==> src/rtl/cbut_pkg.sv <==
// Shared types, constants and CRC function for the cell balancer telemetry block.
package cbut_pkg;

   localparam int FRAME_BYTES   = 8;
   localparam int BITS_PER_CHAR = 10;

   localparam logic [7:0] FRAME_START = 8'h3E;
   localparam logic [7:0] FRAME_END   = 8'hEE;
   localparam logic [7:0] CRC_POLY    = 8'h8C;

   // Configuration register indexes
   localparam logic [2:0] CSR_REF_LEVEL     = 3'd0;
   localparam logic [2:0] CSR_DUTY_TOP      = 3'd1;
   localparam logic [2:0] CSR_CONV_PERIOD   = 3'd2;
   localparam logic [2:0] CSR_BLANK_TICKS   = 3'd3;
   localparam logic [2:0] CSR_REPORT_PERIOD = 3'd4;
   localparam logic [2:0] CSR_TICKS_PER_BIT = 3'd5;

   // Frame byte positions
   localparam logic [2:0] BYTE_START     = 3'd0;
   localparam logic [2:0] BYTE_SAMPLE_HI = 3'd1;
   localparam logic [2:0] BYTE_SAMPLE_LO = 3'd2;
   localparam logic [2:0] BYTE_REF_HI    = 3'd3;
   localparam logic [2:0] BYTE_REF_LO    = 3'd4;
   localparam logic [2:0] BYTE_DUTY      = 3'd5;
   localparam logic [2:0] BYTE_CRC       = 3'd6;
   localparam logic [2:0] BYTE_END       = 3'd7;

   localparam logic [15:0] RESET_REF_LEVEL     = 16'd0;
   localparam logic [7:0]  RESET_DUTY_TOP      = 8'd165;
   localparam logic [7:0]  RESET_CONV_PERIOD   = 8'd36;
   localparam logic [7:0]  RESET_BLANK_TICKS   = 8'd9;
   localparam logic [15:0] RESET_REPORT_PERIOD = 16'd360;
   localparam logic [3:0]  RESET_TICKS_PER_BIT = 4'd3;

   typedef struct packed {
      logic [7:0] conv_period;
      logic [7:0] blank_ticks;
      logic [15:0] report_period;
   } timer_cfg_type;

   typedef struct packed {
      logic [15:0] ref_level;
      logic [7:0] duty_top;
      logic [3:0] ticks_per_bit;
   } telem_cfg_type;

   typedef struct packed {
      logic pwm_blank;
      logic adc_start;
      logic report_due;
   } timer_status_type;

   typedef struct packed {
      logic tx_line;
      logic [7:0] duty;
      logic tx_busy;
   } telem_status_type;

   // One byte of Dallas/Maxim CRC-8, reflected, eight shift steps
   function automatic logic [7:0] crc8_step(input logic [7:0] crc, input logic [7:0] data);
      logic [7:0] c;
      c = crc ^ data;
      for (int k = 0; k < 8; k++) begin
         c = c[0] ? ((c >> 1) ^ CRC_POLY) : (c >> 1);
      end
      return c;
   endfunction

   localparam logic [7:0] CRC_AFTER_START = crc8_step(8'h00, FRAME_START);

endpackage

==> src/rtl/cbut_timer.sv <==
// Measurement cycle and report period counters with blanking and ADC start logic.
module cbut_timer
   import cbut_pkg::*;
(
   input  logic             clock,
   input  logic             reset,
   input  logic             tick,
   input  timer_cfg_type    cfg,
   output timer_status_type status
);

   logic [7:0]  cycle_ff, cycle_in, cycle_inc;
   logic [15:0] report_ff, report_in, report_inc;
   logic        armed_ff, armed_in;
   logic        blank;
   logic        due;

   // Advance counters on a tick, wrapping at their periods
   always_comb begin
      cycle_inc  = cycle_ff + 8'd1;
      report_inc = report_ff + 16'd1;
      cycle_in   = cycle_ff;
      report_in  = report_ff;
      due        = 1'b0;
      if (tick) begin
         cycle_in  = (cycle_inc >= cfg.conv_period) ? 8'd0 : cycle_inc;
         if (report_inc >= cfg.report_period) begin
            report_in = 16'd0;
            due       = 1'b1;
         end else begin
            report_in = report_inc;
         end
      end
   end

   // Blank while inside the window; pulse start on the first tick after it
   always_comb begin
      blank             = (cycle_in <= cfg.blank_ticks);
      status.pwm_blank  = blank;
      status.adc_start  = tick && !blank && !armed_ff;
      status.report_due = due;
      armed_in          = tick ? !blank : armed_ff;
   end

   always_ff @(posedge clock) begin
      if (reset) begin
         cycle_ff  <= '0;
         report_ff <= '0;
         armed_ff  <= 1'b0;
      end else begin
         cycle_ff  <= cycle_in;
         report_ff <= report_in;
         armed_ff  <= armed_in;
      end
   end

endmodule

==> src/rtl/cbut_telem.sv <==
// Duty stepping, frame capture, running CRC and 8N1 serial transmitter.
module cbut_telem
   import cbut_pkg::*;
(
   input  logic             clock,
   input  logic             reset,
   input  logic             tick,
   input  logic             report_due,
   input  logic [9:0]       last_sample,
   input  telem_cfg_type    cfg,
   output telem_status_type status
);

   logic [3:0]  idx_ff, idx_in, idx_inc;
   logic [9:0]  shift_ff, shift_in;
   logic [3:0]  bits_ff, bits_in, bits_dec;
   logic [3:0]  timer_ff, timer_in;
   logic        active_ff, active_in;
   logic        pending_ff, pending_in, pending_any;
   logic        line_ff, line_in;
   logic [7:0]  duty_ff, duty_in;
   logic [7:0]  crc_ff, crc_in;
   logic [9:0]  snap_sample_ff, snap_sample_in;
   logic [15:0] snap_ref_ff, snap_ref_in;
   logic [7:0]  snap_duty_ff, snap_duty_in;
   logic [7:0]  next_byte;

   // Select the frame byte at the next index
   always_comb begin
      idx_inc = idx_ff + 4'd1;
      case (idx_inc[2:0])
         BYTE_START:     next_byte = FRAME_START;
         BYTE_SAMPLE_HI: next_byte = {6'd0, snap_sample_ff[9:8]};
         BYTE_SAMPLE_LO: next_byte = snap_sample_ff[7:0];
         BYTE_REF_HI:    next_byte = snap_ref_ff[15:8];
         BYTE_REF_LO:    next_byte = snap_ref_ff[7:0];
         BYTE_DUTY:      next_byte = snap_duty_ff;
         BYTE_CRC:       next_byte = crc_ff;
         BYTE_END:       next_byte = FRAME_END;
         default:        next_byte = FRAME_END;
      endcase
   end

   always_comb begin
      idx_in         = idx_ff;
      shift_in       = shift_ff;
      bits_in        = bits_ff;
      timer_in       = timer_ff;
      active_in      = active_ff;
      pending_in     = pending_ff;
      line_in        = line_ff;
      duty_in        = duty_ff;
      crc_in         = crc_ff;
      snap_sample_in = snap_sample_ff;
      snap_ref_in    = snap_ref_ff;
      snap_duty_in   = snap_duty_ff;
      bits_dec       = bits_ff - 4'd1;
      pending_any    = pending_ff || report_due;

      if (tick) begin
         // Advance the transmitter by one tick
         if (active_ff) begin
            if (timer_ff > 4'd1) begin
               timer_in = timer_ff - 4'd1;
            end else begin
               line_in  = shift_ff[0];
               shift_in = shift_ff >> 1;
               timer_in = cfg.ticks_per_bit;
               bits_in  = bits_dec;
               if (bits_dec == 4'd0) begin
                  idx_in = idx_inc;
                  if (idx_inc < 4'(FRAME_BYTES)) begin
                     shift_in = {1'b1, next_byte, 1'b0};
                     bits_in  = 4'(BITS_PER_CHAR);
                     // Fold data bytes into the running CRC as they go out
                     if (idx_inc[2:0] < BYTE_CRC) begin
                        crc_in = crc8_step(crc_ff, next_byte);
                     end
                  end else begin
                     active_in = 1'b0;
                  end
               end
            end
         end

         // Run a due report once the line is free
         pending_in = pending_any;
         if (pending_any && !active_in) begin
            pending_in = 1'b0;
            if ({6'd0, last_sample} > cfg.ref_level) begin
               if (duty_ff < cfg.duty_top) begin
                  duty_in = duty_ff + 8'd1;
               end
            end else if (duty_ff != 8'd0) begin
               duty_in = duty_ff - 8'd1;
            end
            snap_sample_in = last_sample;
            snap_ref_in    = cfg.ref_level;
            snap_duty_in   = duty_in;
            crc_in         = CRC_AFTER_START;
            idx_in         = 4'd0;
            shift_in       = {1'b1, FRAME_START, 1'b0};
            bits_in        = 4'(BITS_PER_CHAR);
            timer_in       = cfg.ticks_per_bit;
            active_in      = 1'b1;
         end
      end
   end

   assign status = '{tx_line: line_in, duty: duty_in, tx_busy: active_in};

   always_ff @(posedge clock) begin
      if (reset) begin
         idx_ff     <= '0;
         shift_ff   <= '0;
         bits_ff    <= '0;
         timer_ff   <= '0;
         active_ff  <= 1'b0;
         pending_ff <= 1'b0;
         line_ff    <= 1'b1;
         duty_ff    <= '0;
      end else begin
         idx_ff     <= idx_in;
         shift_ff   <= shift_in;
         bits_ff    <= bits_in;
         timer_ff   <= timer_in;
         active_ff  <= active_in;
         pending_ff <= pending_in;
         line_ff    <= line_in;
         duty_ff    <= duty_in;
      end
   end

   // Frame contents; read only while a frame is active
   always_ff @(posedge clock) begin
      crc_ff         <= crc_in;
      snap_sample_ff <= snap_sample_in;
      snap_ref_ff    <= snap_ref_in;
      snap_duty_ff   <= snap_duty_in;
   end

endmodule

==> src/rtl/cell_balancer_uart_telemetry.sv <==
// Top level of the cell balancer with serial CRC-8 telemetry.
//
//   channel  direction  handshake            payload
//   req      in         req_valid/req_stall  req_operation, req_sample
//   rsp      out        rsp_valid/rsp_stall  rsp_tx_line, rsp_duty, rsp_pwm_blank,
//                                            rsp_adc_start, rsp_tx_busy
//   csr      in         csr_wr_en            csr_index, csr_wr_data
//
// Each request is processed in the cycle it is accepted and its response sits in
// the output register on the next cycle: one request per cycle while req_stall is low.
// A request is accepted whenever the output register is empty or being taken.
// Reset is synchronous; it loads the register defaults and clears all control state.
// While rsp_stall holds a full output register, req_stall is raised.
module cell_balancer_uart_telemetry
   import cbut_pkg::*;
(
   input  logic        clock,
   input  logic        reset,
   input  logic        req_valid,
   output logic        req_stall,
   input  logic        req_operation,
   input  logic [9:0]  req_sample,
   output logic        rsp_valid,
   input  logic        rsp_stall,
   output logic        rsp_tx_line,
   output logic [7:0]  rsp_duty,
   output logic        rsp_pwm_blank,
   output logic        rsp_adc_start,
   output logic        rsp_tx_busy,
   input  logic        csr_wr_en,
   input  logic [2:0]  csr_index,
   input  logic [15:0] csr_wr_data
);

   logic [15:0] ref_level_ff;
   logic [7:0]  duty_top_ff;
   logic [7:0]  conv_period_ff;
   logic [7:0]  blank_ticks_ff;
   logic [15:0] report_period_ff;
   logic [3:0]  ticks_per_bit_ff;
   logic [9:0]  sample_ff, sample_in;
   logic        rsp_valid_ff, rsp_valid_in;
   logic        line_ff, blank_ff, start_ff, busy_ff;
   logic [7:0]  duty_ff;
   logic        accept, tick;

   timer_cfg_type    timer_cfg;
   telem_cfg_type    telem_cfg;
   timer_status_type timer_status;
   telem_status_type telem_status;

   // Configuration registers
   always_ff @(posedge clock) begin
      if (reset) begin
         ref_level_ff     <= RESET_REF_LEVEL;
         duty_top_ff      <= RESET_DUTY_TOP;
         conv_period_ff   <= RESET_CONV_PERIOD;
         blank_ticks_ff   <= RESET_BLANK_TICKS;
         report_period_ff <= RESET_REPORT_PERIOD;
         ticks_per_bit_ff <= RESET_TICKS_PER_BIT;
      end else if (csr_wr_en) begin
         case (csr_index)
            CSR_REF_LEVEL:     ref_level_ff     <= csr_wr_data;
            CSR_DUTY_TOP:      duty_top_ff      <= csr_wr_data[7:0];
            CSR_CONV_PERIOD:   conv_period_ff   <= csr_wr_data[7:0];
            CSR_BLANK_TICKS:   blank_ticks_ff   <= csr_wr_data[7:0];
            CSR_REPORT_PERIOD: report_period_ff <= csr_wr_data;
            CSR_TICKS_PER_BIT: ticks_per_bit_ff <= csr_wr_data[3:0];
            default: ;
         endcase
      end
   end

   assign timer_cfg = '{conv_period: conv_period_ff, blank_ticks: blank_ticks_ff,
                        report_period: report_period_ff};
   assign telem_cfg = '{ref_level: ref_level_ff, duty_top: duty_top_ff,
                        ticks_per_bit: ticks_per_bit_ff};

   // Accept a request unless a held response blocks the output register
   assign req_stall = rsp_valid_ff && rsp_stall;
   assign accept    = req_valid && !req_stall;
   assign tick      = accept && !req_operation;

   // Keep the latest ADC sample
   assign sample_in = (accept && req_operation) ? req_sample : sample_ff;

   always_ff @(posedge clock) begin
      if (reset) begin
         sample_ff <= '0;
      end else begin
         sample_ff <= sample_in;
      end
   end

   cbut_timer u_timer (
      .clock  (clock),
      .reset  (reset),
      .tick   (tick),
      .cfg    (timer_cfg),
      .status (timer_status)
   );

   cbut_telem u_telem (
      .clock       (clock),
      .reset       (reset),
      .tick        (tick),
      .report_due  (timer_status.report_due),
      .last_sample (sample_ff),
      .cfg         (telem_cfg),
      .status      (telem_status)
   );

   // Output register: load on accept, drop once taken
   always_comb begin
      rsp_valid_in = rsp_valid_ff;
      if (accept) begin
         rsp_valid_in = 1'b1;
      end else if (!rsp_stall) begin
         rsp_valid_in = 1'b0;
      end
   end

   always_ff @(posedge clock) begin
      if (reset) begin
         rsp_valid_ff <= 1'b0;
      end else begin
         rsp_valid_ff <= rsp_valid_in;
      end
   end

   always_ff @(posedge clock) begin
      if (accept) begin
         line_ff  <= telem_status.tx_line;
         duty_ff  <= telem_status.duty;
         busy_ff  <= telem_status.tx_busy;
         blank_ff <= timer_status.pwm_blank;
         start_ff <= timer_status.adc_start;
      end
   end

   assign rsp_valid     = rsp_valid_ff;
   assign rsp_tx_line   = line_ff;
   assign rsp_duty      = duty_ff;
   assign rsp_pwm_blank = blank_ff;
   assign rsp_adc_start = start_ff;
   assign rsp_tx_busy   = busy_ff;

endmodule
==> config.mk <==
export PLATFORM = sky130hd
export DESIGN_NAME = cell_balancer_uart_telemetry
export DESIGN_NICKNAME = d
export VERILOG_FILES = /design/src/rtl/cbut_pkg.sv /design/src/rtl/cbut_timer.sv /design/src/rtl/cbut_telem.sv /design/src/rtl/cell_balancer_uart_telemetry.sv
export SDC_FILE = /design/constraint.sdc
export NUM_CORES = 1
export LEC_CHECK = 0
export BUFFER_PORTS_ARGS = -buffer_cell sky130_fd_sc_hd__buf_2
export CAP_MARGIN = 25
export CORE_MARGIN = 2
export CORE_UTILIZATION = 27
export DETAILED_ROUTE_END_ITERATION = 8
export GPL_TIMING_DRIVEN = 0
export PLACE_DENSITY_LB_ADDON = 0.2
export RECOVER_POWER = 25
export SETUP_SLACK_MARGIN = 0.02
export SLEW_MARGIN = 20
export SYNTH_ARGS = -nofsm -noshare
export SYNTH_HDL_FRONTEND = slang
export SYNTH_SLANG_ARGS = --single-unit
==> constraint.sdc <==
create_clock -name clock -period 5.67 [get_ports clock]
set_input_delay 0.2835 -clock clock [delete_from_list [all_inputs] [get_ports clock]]
set_output_delay 0.2835 -clock clock [all_outputs]
set_load 0.01 [all_outputs]
**After elaboration in Yosys (flattened, before gate mapping)**

Index checks and enable logic that the tools add are counted.
Widths: inputs -> output; s select.

- Register bits: 183
- Bits of input ports: 35
- Output and inout port bits: 14
- Word-level logic and storage cells: 152

- Add/subtract/negate cells: 7
- Order comparisons: 8
- Equality and inequality tests: 14
- Mux-type cells: 54
- Bitwise operators: 9
- Reduce and logical (&&, ||, !) cells: 32

Operator list:

| operator | number |
|---|---|
| $mux 8 | 20 |
| $pmux 8 s8 | 1 |
| $mux 10 | 5 |
| $mux 4 | 12 |
| $not 2->3 | 8 |
| $eq 3x3->1 const B | 6 |
| $add 16x1->16 const B | 1 |
| $add 8x1->8 const B | 2 |
| $ge 16x16->1 | 1 |
| $gt 10x16->1 | 1 |
| $mux 16 | 1 |
| $reduce_and 2->1 | 8 |
| $mux 1 | 15 |
| $eq 3x2->1 const B | 4 |
| $ge 8x8->1 | 1 |
| $le 8x8->1 | 1 |
| $lt 8x8->1 | 1 |
| $reduce_bool 2->1 | 4 |
| $reduce_bool 8->1 | 1 |
| $sub 4x1->4 const B | 2 |
| $sub 8x1->8 const B | 1 |
| $xor 8x8->8 | 1 |
| $logic_and 1x1->1 | 7 |
| $eq 3x1->1 const B | 2 |
| other kinds (13) | 18 |

**Depth between registers and ports, before layout**

- Depth in word-level cells: 25
- Depth in mapped cells: 21
- Mapped depth without buffers: 20

**Cells and area by module**

From an unflattened synthesis, not the netlist that was laid out.

- Cells, all modules: 1115
- Area, all modules: 10049.6 sq um

Modules (own cells, without submodules):

| module | times used | cells an instance | area an instance (sq um) | sequential area each (sq um) |
|---|---|---|---|---|
| cbut_telem | 1 | 507 | 4624.4 | 1921.8 |
| cell_balancer_uart_telemetry | 1 | 305 | 3010.4 | 1781.7 |
| cbut_timer | 1 | 303 | 2414.8 | 500.5 |

**Worst setup path after synthesis**

OpenSTA, ideal clock, no wires.

- Path type: register to register
- Start point: register u_timer.report_ff[2]
- End point: register u_telem.duty_ff[3]
- Library setup time: 96 ps
- Arrival time: 4481 ps
- Data required time: 5574 ps
- Slack: 1093 ps
- Stages on the path, launching flop included: 18
- Buffers on the path: 1
- Clock period less this slack: 4577 ps
- Cell sequence: dfxtp_1 nand3_1 nor3_1 and3_1 and3_1 and3_1 nand3_1 xnor2_1 ha_1 nand2_1 o21ai_0 nor2_1 o21ai_0 nand2_1 inv_1 clkbuf_1 a21oi_1 a311oi_1

- Word-level cells in the longest chain between the ends: 8

RTL lines:

| element | RTL line | RTL |
|---|---|---|
| start, declared | cbut_timer.sv:13 | `logic [15:0] report_ff, report_in, report_inc;` |
| start signal, assigned | cbut_timer.sv:52 | `report_ff <= report_in;` |
| $add 16x1->16 | cbut_timer.sv:21 | `report_inc = report_ff + 16'd1;` |
| $ge 16x16->1 | cbut_timer.sv:27 | `if (report_inc >= cfg.report_period) begin` |
| $mux 1 | cbut_timer.sv:27 |  |
| $mux 1 | cbut_timer.sv:25 | `if (tick) begin` |
| $logic_or 1x1->1 | cbut_telem.sv:58 | `pending_any = pending_ff \|\| report_due;` |
| $logic_and 1x1->1 | cbut_telem.sv:88 | `if (pending_any && !active_in) begin` |
| $mux 8 | cbut_telem.sv:88 |  |
| $mux 8 | cbut_telem.sv:60 | `if (tick) begin` |
| end signal, assigned | cbut_telem.sv:130 | `duty_ff <= duty_in;` |
| end, declared | cbut_telem.sv:21 | `logic [7:0] duty_ff, duty_in;` |

No other way between the ends.
A chain may end at the register's enable or synchronous reset.

**Worst setup path after layout**

- Start point: register u_timer.report_ff[2]
- End point: register u_telem.crc_ff[7] (enable)

- Word-level cells in the longest chain between the ends: 8
- Elaborated cells between the ends (all ways): 12
- Those cells by class: 1 x add/sub; 1 x order compare; 1 x eq/ne; 2 x mux; 7 x reduce/logical

RTL lines:

| element | RTL line | RTL |
|---|---|---|
| $add 16x1->16 (*) | cbut_timer.sv:21 |  |
| $ge 16x16->1 (*) | cbut_timer.sv:27 |  |
| $mux 1 (*) | cbut_timer.sv:27 |  |
| $mux 1 (*) | cbut_timer.sv:25 |  |
| $logic_or 1x1->1 (*) | cbut_telem.sv:58 |  |
| $logic_and 1x1->1 (*) | cbut_telem.sv:88 |  |
| $ne 2x2->1 (no source line) or $reduce_bool 2->1 (tied branches) | -- |  |
| $reduce_and 6->1 (no source line) (*) | -- |  |
| end signal, assigned | cbut_telem.sv:136 | `crc_ff <= crc_in;` |
| end, declared | cbut_telem.sv:22 | `logic [7:0] crc_ff, crc_in;` |

Mark *: on every way between the ends. The rest lies on a longest branch, timed or not.

==> summary.txt <==
Critical path
  • Worst Setup End Kind: flop
  • Worst path slowest cell: clkbuf_1
  • Crit-path most repeated cell: and3_1
  • Critical path fanouts, max: 10
  • Worst Path Buf+Inv: 1
  • Reg2reg setup slack: 0.71 ns
  • Kind of critical path: flop to flop
  • Arrival time at the worst endpoint: 5.04 ns
  • Max incr delay on CP: 0.47 ns
  • Critical Path RT: 5.75 ns
  • Reg2reg start: u_timer.report_ff[2]
  • CP startpoint kind: flop
  • CP top delay family: simple AND/OR/NAND/NOR gates
  • Worst reg2reg path depth: 16
  • Critical path, cell by cell: nand3_1 -> nor3_1 -> and3_1 -> and3_1 -> and3_1 -> nand3_1 -> xnor2_1 -> ha_1 -> nand2_1 -> o21ai_0 -> or3_1 -> o21ai_0 -> nor3_1 -> clkbuf_1 -> nor2_1 -> nor2_2
  • Worst R2R End: u_telem.crc_ff[7]

STA
  • Slew HR: 0.407
  • Slew Viols, Final: 0
  • RSZ-0062 raised after global routing: false
  • Hold Slack: 0.0705 ns
  • Tcrit/Tclk final: 0.874
  • Crit path time final: 4.96 ns
  • Slew @ Worst Pin: 0.890 ns
  • Clock skew: 0.0114 ns
  • Setup violators final: 0
  • Fmax: 0.202 GHz
  • Final hold vios: 0

Route
  • DRT Pass-1 Iters: 5
  • Via count: ~7,500
  • WL per Instance: 16.5 um
  • Total wire length: 26.2 mm
  • Via density: around 4.7
  • Remaining antenna violation count: 0
  • Number of remaining DRC errors: 0
  • Drt initial violations: roughly 470

Floorplan
  • Starting Density: 0.274
  • Ports: 49
  • DIE AREA: 0.0364 mm^2
  • Die width: 191 um
  • Die Y: 191 um
  • Core area: ~0.034 mm^2
  • # rows: 68

Run
  • Max Cap Violations: 0

Synthesis
  • Dominant cell type by area after synthesis: dfxtp_1
  • Syn avg cell area: 8.97 um^2
  • Synth area leaders: dfxtp_1, edfxtp_1, ha_1
  • Share of synthesized registers carrying an async set or reset: 0
  • Main flop type after synthesis: dfxtp_1
  • Ys Warns: 0
  • EDFF count, synth: 54
  • Distinct cells, synth: between 60 and 70
  • Cells after Synth: 1,051
  • Mapped Nets: between 1,000 and 1,500
  • Top cell type's share of synthesized area: 0.274
  • Synth Register Bits: between 150 and 200
  • Register area share after synthesis: 0.446
  • Mapped cell area: 0.00943 mm^2

GRT
  • GRT overflow: 0
  • First-pass GRT wire length: 41.5 mm
  • Initial antenna violation count: 0
  • GRT Overall Usage: 0.148
  • Pin count of the biggest net entering global routing: 31
  • Vias in the first global route: approximately 7,200

Min path
  • Min-Delay Path Class: primary input to flop
  • Worst hold stages: 2
  • Hold_sp: req_valid
  • Hold EP: rsp_valid

Clock network
  • Clock latency on the worst-skew pair: 0.43 ns
  • CTS buffer count: 17
  • TritonCTS clock tree: done
  • Sink Count: about 180
  • Clk slew on worst S/H paths: 0.07 ns
  • Clk root buf: clkbuf_16
  • CTS H-tree depth: 4
  • Hold Buf Count CTS: 0
  • Clk buf depth: 2

Cells and area
  • Share of cells above drive strength 1: 0.0794
  • Area delta synth->final: 14.9%
  • Post-route cell area: approximately 0.011 mm^2
  • Layout net count: ~1,200
  • FILL cells: about 3,600
  • Core Util, Final: 0.314
  • Ant diodes: 0

Power
  • VDD IR max: 0.228 mV
  • Cell Pwr Density: around 250 mW/mm^2
  • LEAKAGE: about 4.2 nW

Placed design
  • Detailed Place HPWL: 19.8 mm
  • Post-placement cell area: a little over 0.01 mm^2
  • Placer congestion estimate: 0.793
  • Buffers on Ports: 47

Outcome
  • Status: complete, no violations
## synth_stat cells, types with 8 or more instances
cell type	instances
a21oi_1	83
dfxtp_1	129
nand2_1	168
edfxtp_1	54
xor2_1	29
clkbuf_1	40
nand3_1	33
nand4_1	9
mux2i_1	27
inv_1	65
o211ai_1	16
nor2_1	87
nor4_1	8
and3_1	10
nand2b_1	12
nor3_1	19
xnor2_1	25
o21ai_0	38
ha_1	63
a31oi_1	9
and2_1	13
## cells in the final DEF (no fill, tap or decap), types with 6 or more instances in the layout
| master | netlist | routed |
|---|---|---|
| nor3_1 | 19 | 19 |
| a311oi_1 | 6 | 6 |
| nor2_1 | 87 | 86 |
| o21ai_0 | 38 | 38 |
| ha_1 | 63 | 63 |
| a22oi_1 | 7 | 7 |
| a31oi_1 | 9 | 9 |
| xnor2_1 | 25 | 25 |
| a21oi_1 | 83 | 83 |
| nor2b_1 | 7 | 7 |
| edfxtp_1 | 54 | 54 |
| and3_1 | 10 | 10 |
| mux2_2 | 6 | 6 |
| clkbuf_16 | 0 | 19 |
| inv_1 | 65 | 65 |
| and2_1 | 13 | 11 |
| nand2b_1 | 12 | 12 |
| mux2i_1 | 27 | 27 |
| nand2_1 | 168 | 168 |
| nor4_1 | 8 | 8 |
| or3_1 | 7 | 7 |
| clkbuf_1 | 40 | 57 |
| nand3_1 | 33 | 33 |
| xor2_1 | 29 | 29 |
| nand4_1 | 9 | 9 |
| o31ai_1 | 7 | 7 |
| dfxtp_1 | 129 | 129 |
| a21o_1 | 6 | 6 |
| buf_2 | 5 | 37 |
| o211ai_1 | 16 | 16 |
## worst max-delay path by stage
stage,end,from,cells past startpoint,slack [ns]
2_1_floorplan,u_telem.duty_ff[3],u_timer.report_ff[2],17,1.09
3_3_place_gp,rsp_duty[3],u_timer.report_ff[0],17,-0.42
3_5_place_dp,u_telem.crc_ff[7],u_timer.report_ff[2],15,0.29
4_1_cts,u_telem.crc_ff[3],u_timer.report_ff[2],15,0.27
5_1_grt,u_telem.crc_ff[7],u_timer.report_ff[2],16,0.12
6_report,u_telem.crc_ff[7],u_timer.report_ff[2],16,0.71
## what timing repair did
action	in CTS	in global routing
setup endpoints to repair	0	8
buffers inserted	0	1
endpoints found under the hold margin	0	0
resized for setup	0	1
## per-stage QoR
stage,setup WS [ns],power [mW],setup TNS (ns),instances
after global placement,-0.421,1.59,-9.04,1553
after CTS,0.272,2.78,0,1587
final,0.715,2.74,0,1588
after detailed placement,0.292,1.60,0,1555
after floorplan,1.09,1.51,0,1051
after global routing,0.118,2.85,0,1588
## layout make-up
| type | count | area (um^2) | area share |
|---|---|---|---|
| inverters | 65 | 244 | 0.0225 |
| repair buffers | 50 | 255 | 0.0236 |
| well taps | 455 | 569 | 0.0526 |
| clock inverters | 8 | 60.1 | 0.00555 |
| clock buffers | 24 | 514 | 0.0475 |
| flip-flops and latches | 183 | 4200 | 0.388 |
| plain buffers | 47 | 184 | 0.0170 |
| multi-input cells | 756 | 4800 | 0.443 |
## metal layers
layer  vias up  wire length, um  GRT usage
li1       3809                -          -
met1      3503            13600      0.216
met2       120            11400      0.227
met3        21              817     0.0223
met4         0              369     0.0420
met5         -                0          0
## where the power goes
group	internal [mW]	leakage (nW)	total [mW]	switching, mW
logic	0.0629	2.37	0.191	0.128
clock network	0.642	0.278	1.18	0.536
registers	1.36	1.53	1.37	0.0131
## cells by family after synthesis
group	count (synthesis)	share of synthesized area
buffers and inverters	112	0.0453
flip-flops	183	0.446
multiplexers	33	0.0358
XOR/XNOR	60	0.0625
adder cells (fa/ha/maj)	63	0.0836
AO/OA/AOI/OAI	217	0.146
AND/OR/NAND/NOR	383	0.181
## registers in the layout (all words and copies together) (netlist names), 10 cells and up
signal	count
ref_level_ff	16
report_period_ff	16
sample_ff	10
u_telem.shift_ff	10
u_telem.snap_ref_ff	16
u_telem.snap_sample_ff	10
u_timer.report_ff	16
No activity file was read; power rests on OpenSTA's default activity.
